`config.mk`:
```
export PLATFORM = sky130hd
export DESIGN_NAME = tast_cfg
export DESIGN_NICKNAME = d
export VERILOG_FILES = /design/src/tast_pkg.sv /design/src/tast_cfg.sv
export SDC_FILE = /design/constraint.sdc
export NUM_CORES = 1
export LEC_CHECK = 0
export BUFFER_PORTS_ARGS = -buffer_cell sky130_fd_sc_hd__buf_4
export CORE_MARGIN = 3
export CORE_UTILIZATION = 44
export CTS_CLUSTER_DIAMETER = 30
export CTS_CLUSTER_SIZE = 12
export DETAILED_ROUTE_END_ITERATION = 8
export HOLD_SLACK_MARGIN = 0.06
export PLACE_DENSITY = 0.72
export RECOVER_POWER = 50
export SYNTH_ARGS = -nofsm -noshare
export SYNTH_HDL_FRONTEND = slang
export SYNTH_SLANG_ARGS = --single-unit
```
`constraint.sdc`:
```
create_clock -name i_clk -period 2.1 [get_ports i_clk]
set_input_delay 0.315 -clock i_clk [delete_from_list [all_inputs] [get_ports i_clk]]
set_output_delay 0.315 -clock i_clk [all_outputs]
set_load 0.05 [all_outputs]
```
`src/tast_pkg.sv`:
```
// ----------------------------------------------------------------------------
// tast_pkg
// shared types and constants of the tagged address slot translator
// ----------------------------------------------------------------------------
package tast_pkg;

    localparam int MAX_GROUPS = 4;
    localparam int MAX_SLOTS  = 16;
    localparam int DEPTH      = MAX_GROUPS * MAX_SLOTS;
    localparam int IDX_W      = (DEPTH > 1) ? $clog2(DEPTH) : 1;
    localparam int ADDR_W     = 64;

    localparam int CFG_IDX_W  = 2;
    localparam int CFG_DATA_W = 6;

    localparam logic [CFG_IDX_W-1:0] CFG_GROUPS   = 2'd0;
    localparam logic [CFG_IDX_W-1:0] CFG_SLOTS    = 2'd1;
    localparam logic [CFG_IDX_W-1:0] CFG_ID_BITS  = 2'd2;
    localparam logic [CFG_IDX_W-1:0] CFG_GEN_BITS = 2'd3;

    localparam logic [2:0] CMD_TRANSLATE = 3'd0;
    localparam logic [2:0] CMD_ADD       = 3'd1;
    localparam logic [2:0] CMD_DELETE    = 3'd2;
    localparam logic [2:0] CMD_CLEAR     = 3'd3;
    localparam logic [2:0] CMD_SIZE      = 3'd4;

    localparam logic [2:0] ST_OK        = 3'd0;
    localparam logic [2:0] ST_BAD_GROUP = 3'd1;
    localparam logic [2:0] ST_BAD_SLOT  = 3'd2;
    localparam logic [2:0] ST_BAD_GEN   = 3'd3;
    localparam logic [2:0] ST_WRAP      = 3'd4;
    localparam logic [2:0] ST_RANGE     = 3'd5;

    typedef struct packed {
        logic [2:0]        command;
        logic [7:0]        group_index;
        logic [7:0]        slot_index;
        logic [ADDR_W-1:0] address;
        logic [31:0]       access_size;
        logic [ADDR_W-1:0] offset_value;
        logic [ADDR_W-1:0] range_start;
        logic [ADDR_W-1:0] range_end;
        logic [31:0]       slot_generation;
    } t_in_item;

    typedef struct packed {
        logic [2:0]        status;
        logic [ADDR_W-1:0] result_value;
    } t_out_item;

    typedef struct packed {
        logic [2:0] groups;
        logic [4:0] slots;
        logic [3:0] id_bits;
        logic [5:0] gen_bits;
    } t_cfg;

    typedef struct packed {
        logic [ADDR_W-1:0] offset_value;
        logic [ADDR_W-1:0] range_start;
        logic [ADDR_W-1:0] range_end;
        logic [31:0]       slot_generation;
    } t_slot;

    typedef struct packed {
        logic             add;
        logic             del;
        logic             clr;
        logic             rd;
        logic [IDX_W-1:0] idx;
        t_slot            data;
    } t_tbl_req;

endpackage

```
`src/tast_cfg.sv`:
```
// ----------------------------------------------------------------------------
// tast_cfg
// configuration registers with saturation of out of range settings
// ----------------------------------------------------------------------------
module tast_cfg
    import tast_pkg::*;
(
    input  logic                  i_clk,
    input  logic                  i_rst_n,
    input  logic                  i_cfg_valid,
    output logic                  o_cfg_ready,
    input  logic [CFG_IDX_W-1:0]  i_cfg_index,
    input  logic [CFG_DATA_W-1:0] i_cfg_data,
    output t_cfg                  o_cfg
);

    logic [2:0] r_groups;
    logic [4:0] r_slots;
    logic [3:0] r_id_bits;
    logic [5:0] r_gen_bits;

    always_ff @(posedge i_clk) begin
        if (!i_rst_n) begin
            r_groups   <= 3'd1;
            r_slots    <= 5'd1;
            r_id_bits  <= 4'd1;
            r_gen_bits <= 6'd8;
        end else if (i_cfg_valid) begin
            unique case (i_cfg_index)
                CFG_GROUPS:   r_groups   <= i_cfg_data[2:0];
                CFG_SLOTS:    r_slots    <= i_cfg_data[4:0];
                CFG_ID_BITS:  r_id_bits  <= i_cfg_data[3:0];
                CFG_GEN_BITS: r_gen_bits <= i_cfg_data[5:0];
                default: ;
            endcase
        end
    end

    always_comb begin
        o_cfg = '0;
        priority if (r_groups == 3'd0) begin
            o_cfg.groups = 3'd1;
        end else if (32'(r_groups) > MAX_GROUPS) begin
            o_cfg.groups = 3'(MAX_GROUPS);
        end else begin
            o_cfg.groups = r_groups;
        end
        priority if (r_slots == 5'd0) begin
            o_cfg.slots = 5'd1;
        end else if (32'(r_slots) > MAX_SLOTS) begin
            o_cfg.slots = 5'(MAX_SLOTS);
        end else begin
            o_cfg.slots = r_slots;
        end
        priority if (r_id_bits == 4'd0) begin
            o_cfg.id_bits = 4'd1;
        end else if (r_id_bits > 4'd8) begin
            o_cfg.id_bits = 4'd8;
        end else begin
            o_cfg.id_bits = r_id_bits;
        end
        priority if (r_gen_bits == 6'd0) begin
            o_cfg.gen_bits = 6'd1;
        end else if (r_gen_bits > 6'd32) begin
            o_cfg.gen_bits = 6'd32;
        end else begin
            o_cfg.gen_bits = r_gen_bits;
        end
    end

    assign o_cfg_ready = 1'b1;

endmodule

```
==> results.md, run 1 <==
* Die Span X at 49.6 microns
* PD cells at 673 nW/um^2
* Sink Count at 18
* Final setup fails at 0
* Number of register bits inferred by synthesis at 18
* Internal Pwr Total at 0.000509 W
* Min Hold Slack at 0.274 ns
* Clock Path Buffers at 2
* Fin crit share at 87.1%
* Crit path time final at 1.83 ns
* Final ANT Viol Nets at 0
* Critical path fanouts, max at 3
* Count leader, synth: nand2_1
* GRT overflow at 0
* Post-Syn Nets at 106
* Syn Inst Count at 95
* Io pins at 30
* CP Cell Sequence: or4_1 > a21oi_1 > buf_4
* Via Count at 702
* Hpwl dp at 1.31 mm
* Slew Viols, Final at 0
* Largest area contributor in the netlist: dfxtp_1
* Syn_area_per_cell at 8.81 sq um
* Per-cell routed wire length at 12.1 microns
* Synth top area share at 43.0%
* Post-CTS Hold Buffers at 0
* Final worst setup slack at 0.270 ns
* Area grow syn2layout at 27.7%
* Async SR Flop Fraction at 0%
* RSZ-0062 raised after global routing: no
* Cts repair resizes at 0
* Worst Setup Start Kind: register
* Overall Global Routing Usage at 16.2%
* Hold WC Path Type: in2reg
* Main synth FF type: dfxtp_1
* Setup TNS at 0 ns
* Clock share of power at 30.1%
* Starting Density at 47.4%
* CP required at 1.78 ns
* # diodes at 0
* CTS tree: done
* Total Power at 0.000719 W
* Synth cell count leaders: nand2_1 (20), dfxtp_1 (18), mux2i_1 (17)
* Routed WL at 1.75 mm
* Combinational share of power at 19.4%
* Port bufs at 28
* Core Region at 1760 sq um
* Initial antenna violation count at 0
* Iter 0 DRT Violations at 8
* Distinct cells, synth at 19
* Clk_skew at 0 ns
* Via density at 4.88
* YS warnings at 0
* Static Leak at 0.530 nW
* # DRC at 0
* Final RePlAce weighted congestion at 0.699
* CP max stage cell: or4_1
* Final hold vios at 0
* Setup Buffers After CTS at 0
* Layout cells sized above 1 at 26.9%
* Register area at 360 sq um
* Crit path DAT at 1.51 ns
* Rows at 15
* Peak supply drop at 0.402 mV
* First-pass GRT wire length at 3.07 mm
* CP Capture Type: output port
* Max incr delay on CP at 0.51 ns
* Nets at 131
* CTS Root Cell: clkbuf_4
* Fmax achieved at 0.547 GHz
* Max H-tree Level at 1
* Worst-skew pair later-pin latency at 0.29 ns
* Max Cap Viol at 0
* Pin count of the biggest net entering global routing at 26
* Dominant cells by area after synthesis: dfxtp_1 (43%), mux2i_1 (20%), nor2b_1 (9.7%), nand2_1 (9.0%), a21oi_1 (1.8%)
* Crit Path Class: reg2out
* Relative slew slack at 60.9%
* Worst-path clk slew at 0.11 ns
* P_sw at 0.000210 W
* Reg power frac at 50.5%
* Sw Share at 29.2%
* Filler cell count at 175
* Pre-CTS setup slack at 0.602 ns
* CTS Buf Count at 3
* Chip Height at 49.6 microns
* Sequential fraction of the synthesis area at 43.0%
* Multi-input logic area at 419 sq um
* Least-Margin Pin Slew at 0.585 ns
* Synthesized area at 837 sq um
* Status: finished, final reports clean
* Die Footprint at 2460 sq um
* Vias in the first global route at 683
* Post-synth EDFFs at 0
* DR pass1 iterations at 4
[cell type report]
| class | count | area share (%) |
|---|---|---|
| timing repair buffer | 28 | 19.3 |
| multi-input combinational | 65 | 39.2 |
| tap | 25 | 2.93 |
| inverter | 4 | 1.41 |
| clock buffer | 4 | 3.40 |
| sequential | 18 | 33.7 |
[cell families after synthesis]
| kind of cell | after synthesis | share of synthesized area (%) |
|---|---|---|
| and+or+nand+nor | 42 | 26.0 |
| DFF | 18 | 43.0 |
| other | 1 | 0.448 |
| AOI/OAI and AO/OA | 5 | 3.89 |
| muxes | 17 | 20.3 |
| buffers and inverters | 12 | 6.28 |
[critical path: cells and delay by family (launching register included)]
family / cells / cell delay, ns
simple gates: 1 / 0.51
flops: 1 / 0.34
buf+inv: 1 / 0.21
compound gates: 1 / 0.16
[state kept, by name, indices dropped and copies added, names as in the netlist]
name        flops
r_slots         5
r_groups        3
r_gen_bits      6
r_id_bits       4
[metal layers]
layer  track usage [%]  vias up  wire (microns)
li1                  -      351               -
met1              19.2      329             727
met2              26.9       20             873
met3              4.83        2             128
met4              6.91        0              18
met5                 0        -               0
[cell usage in the layout (no fill, tap or decap)]
cell type / count
buf_4: 27
nand2_1: 20
dfxtp_1: 18
mux2i_1: 17
nor2b_1: 13
inv_1: 4
a21oi_1: 3
clkbuf_4: 3
nor2_1: 2
nand3b_1: 2
or3_1: 1
o21ba_2: 1
or4_1: 1
and3_1: 1
nor3b_1: 1
nand4_1: 1
o211ai_1: 1
conb_1: 1
clkbuf_8: 1
clkbuf_1: 1
[metrics by stage]
step / utilization, % / area [sq um] / std cells
global route: 60.6 / 1070 / 144
CTS: 61.1 / 1080 / 144
global placement: 59.0 / 1040 / 140
floorplan: - / 837 / 95
finish: 60.6 / 1070 / 144
detailed placement: 59.0 / 1040 / 140
[power by group through the flow]
| stage | sequential (W) | clock (W) | combinational [W] |
|---|---|---|---|
| floorplan | 0.000368 | 0 | 0.0000988 |
| global placement | 0.000370 | 0 | 0.000141 |
| detailed placement | 0.000371 | 0 | 0.000142 |
| CTS | 0.000363 | 0.000218 | 0.000142 |
| global route | 0.000365 | 0.000232 | 0.000149 |
| finish | 0.000363 | 0.000216 | 0.000140 |
[path summary, 6_finish.rpt]
path,cells past startpoint,slack (ns),end,start
worst min-delay path,3,0.27,r_gen_bits[5]$_SDFFE_PN0P_,i_cfg_data[5]
worst min register to register,2,0.47,r_gen_bits[0]$_SDFFE_PN0P_,r_gen_bits[0]$_SDFFE_PN0P_
worst max register to register,2,1.38,r_gen_bits[5]$_SDFFE_PN0P_,r_gen_bits[5]$_SDFFE_PN0P_
worst max-delay path,3,0.27,o_cfg[0],r_gen_bits[2]$_SDFFE_PN0P_
Power figures use the tool's default switching activity.
==> run 2, diff against run 1 <==
--- a/config.mk
+++ b/config.mk
@@ -7,12 +7,12 @@
 export LEC_CHECK = 0
 export BUFFER_PORTS_ARGS = -buffer_cell sky130_fd_sc_hd__buf_4
 export CORE_MARGIN = 3
-export CORE_UTILIZATION = 44
+export CORE_UTILIZATION = 51
 export CTS_CLUSTER_DIAMETER = 30
 export CTS_CLUSTER_SIZE = 12
 export DETAILED_ROUTE_END_ITERATION = 8
 export HOLD_SLACK_MARGIN = 0.06
-export PLACE_DENSITY = 0.72
+export PLACE_DENSITY = 0.82
 export RECOVER_POWER = 50
 export SYNTH_ARGS = -nofsm -noshare
 export SYNTH_HDL_FRONTEND = slang
==> run 2 against run 1 <==
Utilization grew 14 points. Fmax up 1.4%. Sequential share of layout area up 0.40 points. Clock power barely moved. Flip-flop and latch count did not move. Cell area down 1.2%. Combinational power about the same. Die area is 12% lower.
==> results.md, run 2 (same netlist as run 1, synthesis figures left out) <==
* Pin count of the biggest net entering global routing at 26
* Max Cap Viol at 0
* Hold Path End: r_gen_bits[0]$_SDFFE_PN0P_
* Hold Startpoint: i_cfg_data[0]
* Combinational share of power at 19.5%
* Reg-to-reg slack, setup at 1.38 ns
* DR pass1 iterations at 4
* CTS Buf Count at 3
* Via density at 4.90
* Commonest non-fill, non-tap cells in the layout: buf_4 (27), nand2_1 (20), dfxtp_1 (18)
* Max FFs per register at 6
* Worst-path clk slew at 0.11 ns
* Hold Path Cell Cnt at 3
* Crit path time final at 1.80 ns
* Largest Register: r_gen_bits
* Post-CTS Hold Buffers at 0
* Fmax achieved at 0.554 GHz
* Fin crit share at 86.0%
* Reg2Reg Capture Point: r_gen_bits[5]$_SDFFE_PN0P_
* Die Footprint at 2160 sq um
* Per-cell routed wire length at 12.4 microns
* Port bufs at 28
* Setup Buffers After CTS at 0
* Initial antenna violation count at 0
* Hpwl dp at 1.24 mm
* Worst Setup Start Kind: register
* Final hold vios at 0
* Filler cell count at 114
* PD cells at 678 nW/um^2
* Final RePlAce weighted congestion at 0.695
* R2R Path Start: r_gen_bits[5]$_SDFFE_PN0P_
* Status: finished, final reports clean
* Static Leak at 0.530 nW
* Max H-tree Level at 1
* Slew Viols, Final at 0
* CTS Root Cell: clkbuf_4
* Routed WL at 1.67 mm
* Max incr delay on CP at 0.51 ns
* CP required at 1.78 ns
* P_sw at 0.000207 W
* # DRC at 0
* CP Cell Sequence: or4_1 > a21oi_1 > buf_4
* Crit Path Class: reg2out
* Internal Pwr Total at 0.000509 W
* Critical path fanouts, max at 3
* CP max stage cell: or4_1
* Chip Height at 46.5 microns
* Clk_skew at 0 ns
* Rows at 13
* Sink Count at 18
* CTS tree: done
* Relative slew slack at 64.4%
* Core Region at 1420 sq um
* Nets at 131
* Final setup fails at 0
* Iter 0 DRT Violations at 15
* Peak supply drop at 0.405 mV
* Commonest non-fill, non-tap cell in the layout: buf_4
* Layout cells sized above 1 at 26.9%
* R2R cell count at 2
* First-pass GRT wire length at 2.66 mm
* Hold WC Path Type: in2reg
* Area grow syn2layout at 26.2%
* Io pins at 30
* Via Count at 656
* Starting Density at 59.2%
* RSZ-0062 raised after global routing: no
* Layout Cells excl Fill at 134
* Sw Share at 28.9%
* Worst-skew pair later-pin latency at 0.29 ns
* Crit path DAT at 1.49 ns
* Clock share of power at 29.8%
* GRT overflow at 0
* Dpl cells at 130
* Reg power frac at 50.7%
* Overall Global Routing Usage at 17.7%
* Clock Path Buffers at 2
* Die Span X at 46.5 microns
* Biggest regs: r_gen_bits x6, r_slots x5, r_id_bits x4
* Vias in the first global route at 614
* Least-Margin Pin Slew at 0.533 ns
* CP Capture Type: output port
* Final ANT Viol Nets at 0
* Cts repair resizes at 0
* Setup TNS at 0 ns
* # diodes at 0
run 2: cell counts in the layout (fill, tap and decap cells not counted):
No cell type changed its count.
run 2: worst max-delay path by stage:
stage,from,endpoint
finish,r_gen_bits[2]$_SDFFE_PN0P_,o_cfg[0]
global route,r_gen_bits[2]$_SDFFE_PN0P_,o_cfg[0]
CTS,r_gen_bits[2]$_SDFFE_PN0P_,o_cfg[0]
detailed placement,r_gen_bits[2]$_SDFFE_PN0P_,o_cfg[0]
global placement,r_gen_bits[2]$_SDFFE_PN0P_,o_cfg[0]
floorplan,r_gen_bits[2]$_SDFFE_PN0P_,o_cfg[0]
run 2: critical path: cells and delay by family (launching register included):
kind	cells	cell delay (ns)
and+or+nand+nor	1	0.51
DFF	1	0.33
buffers and inverters	1	0.21
AOI/OAI and AO/OA	1	0.15
run 2: stage by stage:
| stage | power, W | hold WS, ns | util (%) | worst slack [ns] | area [sq um] |
|---|---|---|---|---|---|
| after floorplan | 0.000467 | 0.435 | - | 0.186 | 837 |
| after global placement | 0.000510 | 0.446 | 72.7 | 0.618 | 1030 |
| after detailed placement | 0.000512 | 0.461 | 72.7 | 0.633 | 1030 |
| after CTS | 0.000729 | 0.268 | 75.2 | 0.278 | 1060 |
| after global routing | 0.000751 | 0.268 | 74.6 | 0.207 | 1060 |
| final | 0.000716 | 0.279 | 74.6 | 0.295 | 1060 |
run 2: power by group through the flow:
stage / clock network [W] / registers, W / logic [W]
after floorplan: 0 / 0.000368 / 0.0000988
after global placement: 0 / 0.000370 / 0.000140
after detailed placement: 0 / 0.000371 / 0.000141
after CTS: 0.000225 / 0.000363 / 0.000142
after global routing: 0.000238 / 0.000365 / 0.000148
final: 0.000213 / 0.000363 / 0.000139
run 2: area by class of cell:
type / instances / area (sq um) / area share, %
multi-input cells: 65 / 419 / 39.7
flip-flops and latches: 18 / 360 / 34.1
repair buffers: 28 / 206 / 19.5
clock buffers: 4 / 36.3 / 3.44
well taps: 15 / 18.8 / 1.78
inverters: 4 / 15.0 / 1.42
run 2: metal layers:
layer	vias to the layer above	share of wire (%)	GRT usage, %
met5	-	0	0
met4	0	0.72	10.2
met3	2	6.2	3.52
met2	21	45	26.1
met1	280	48	23.7
li1	353	-	-
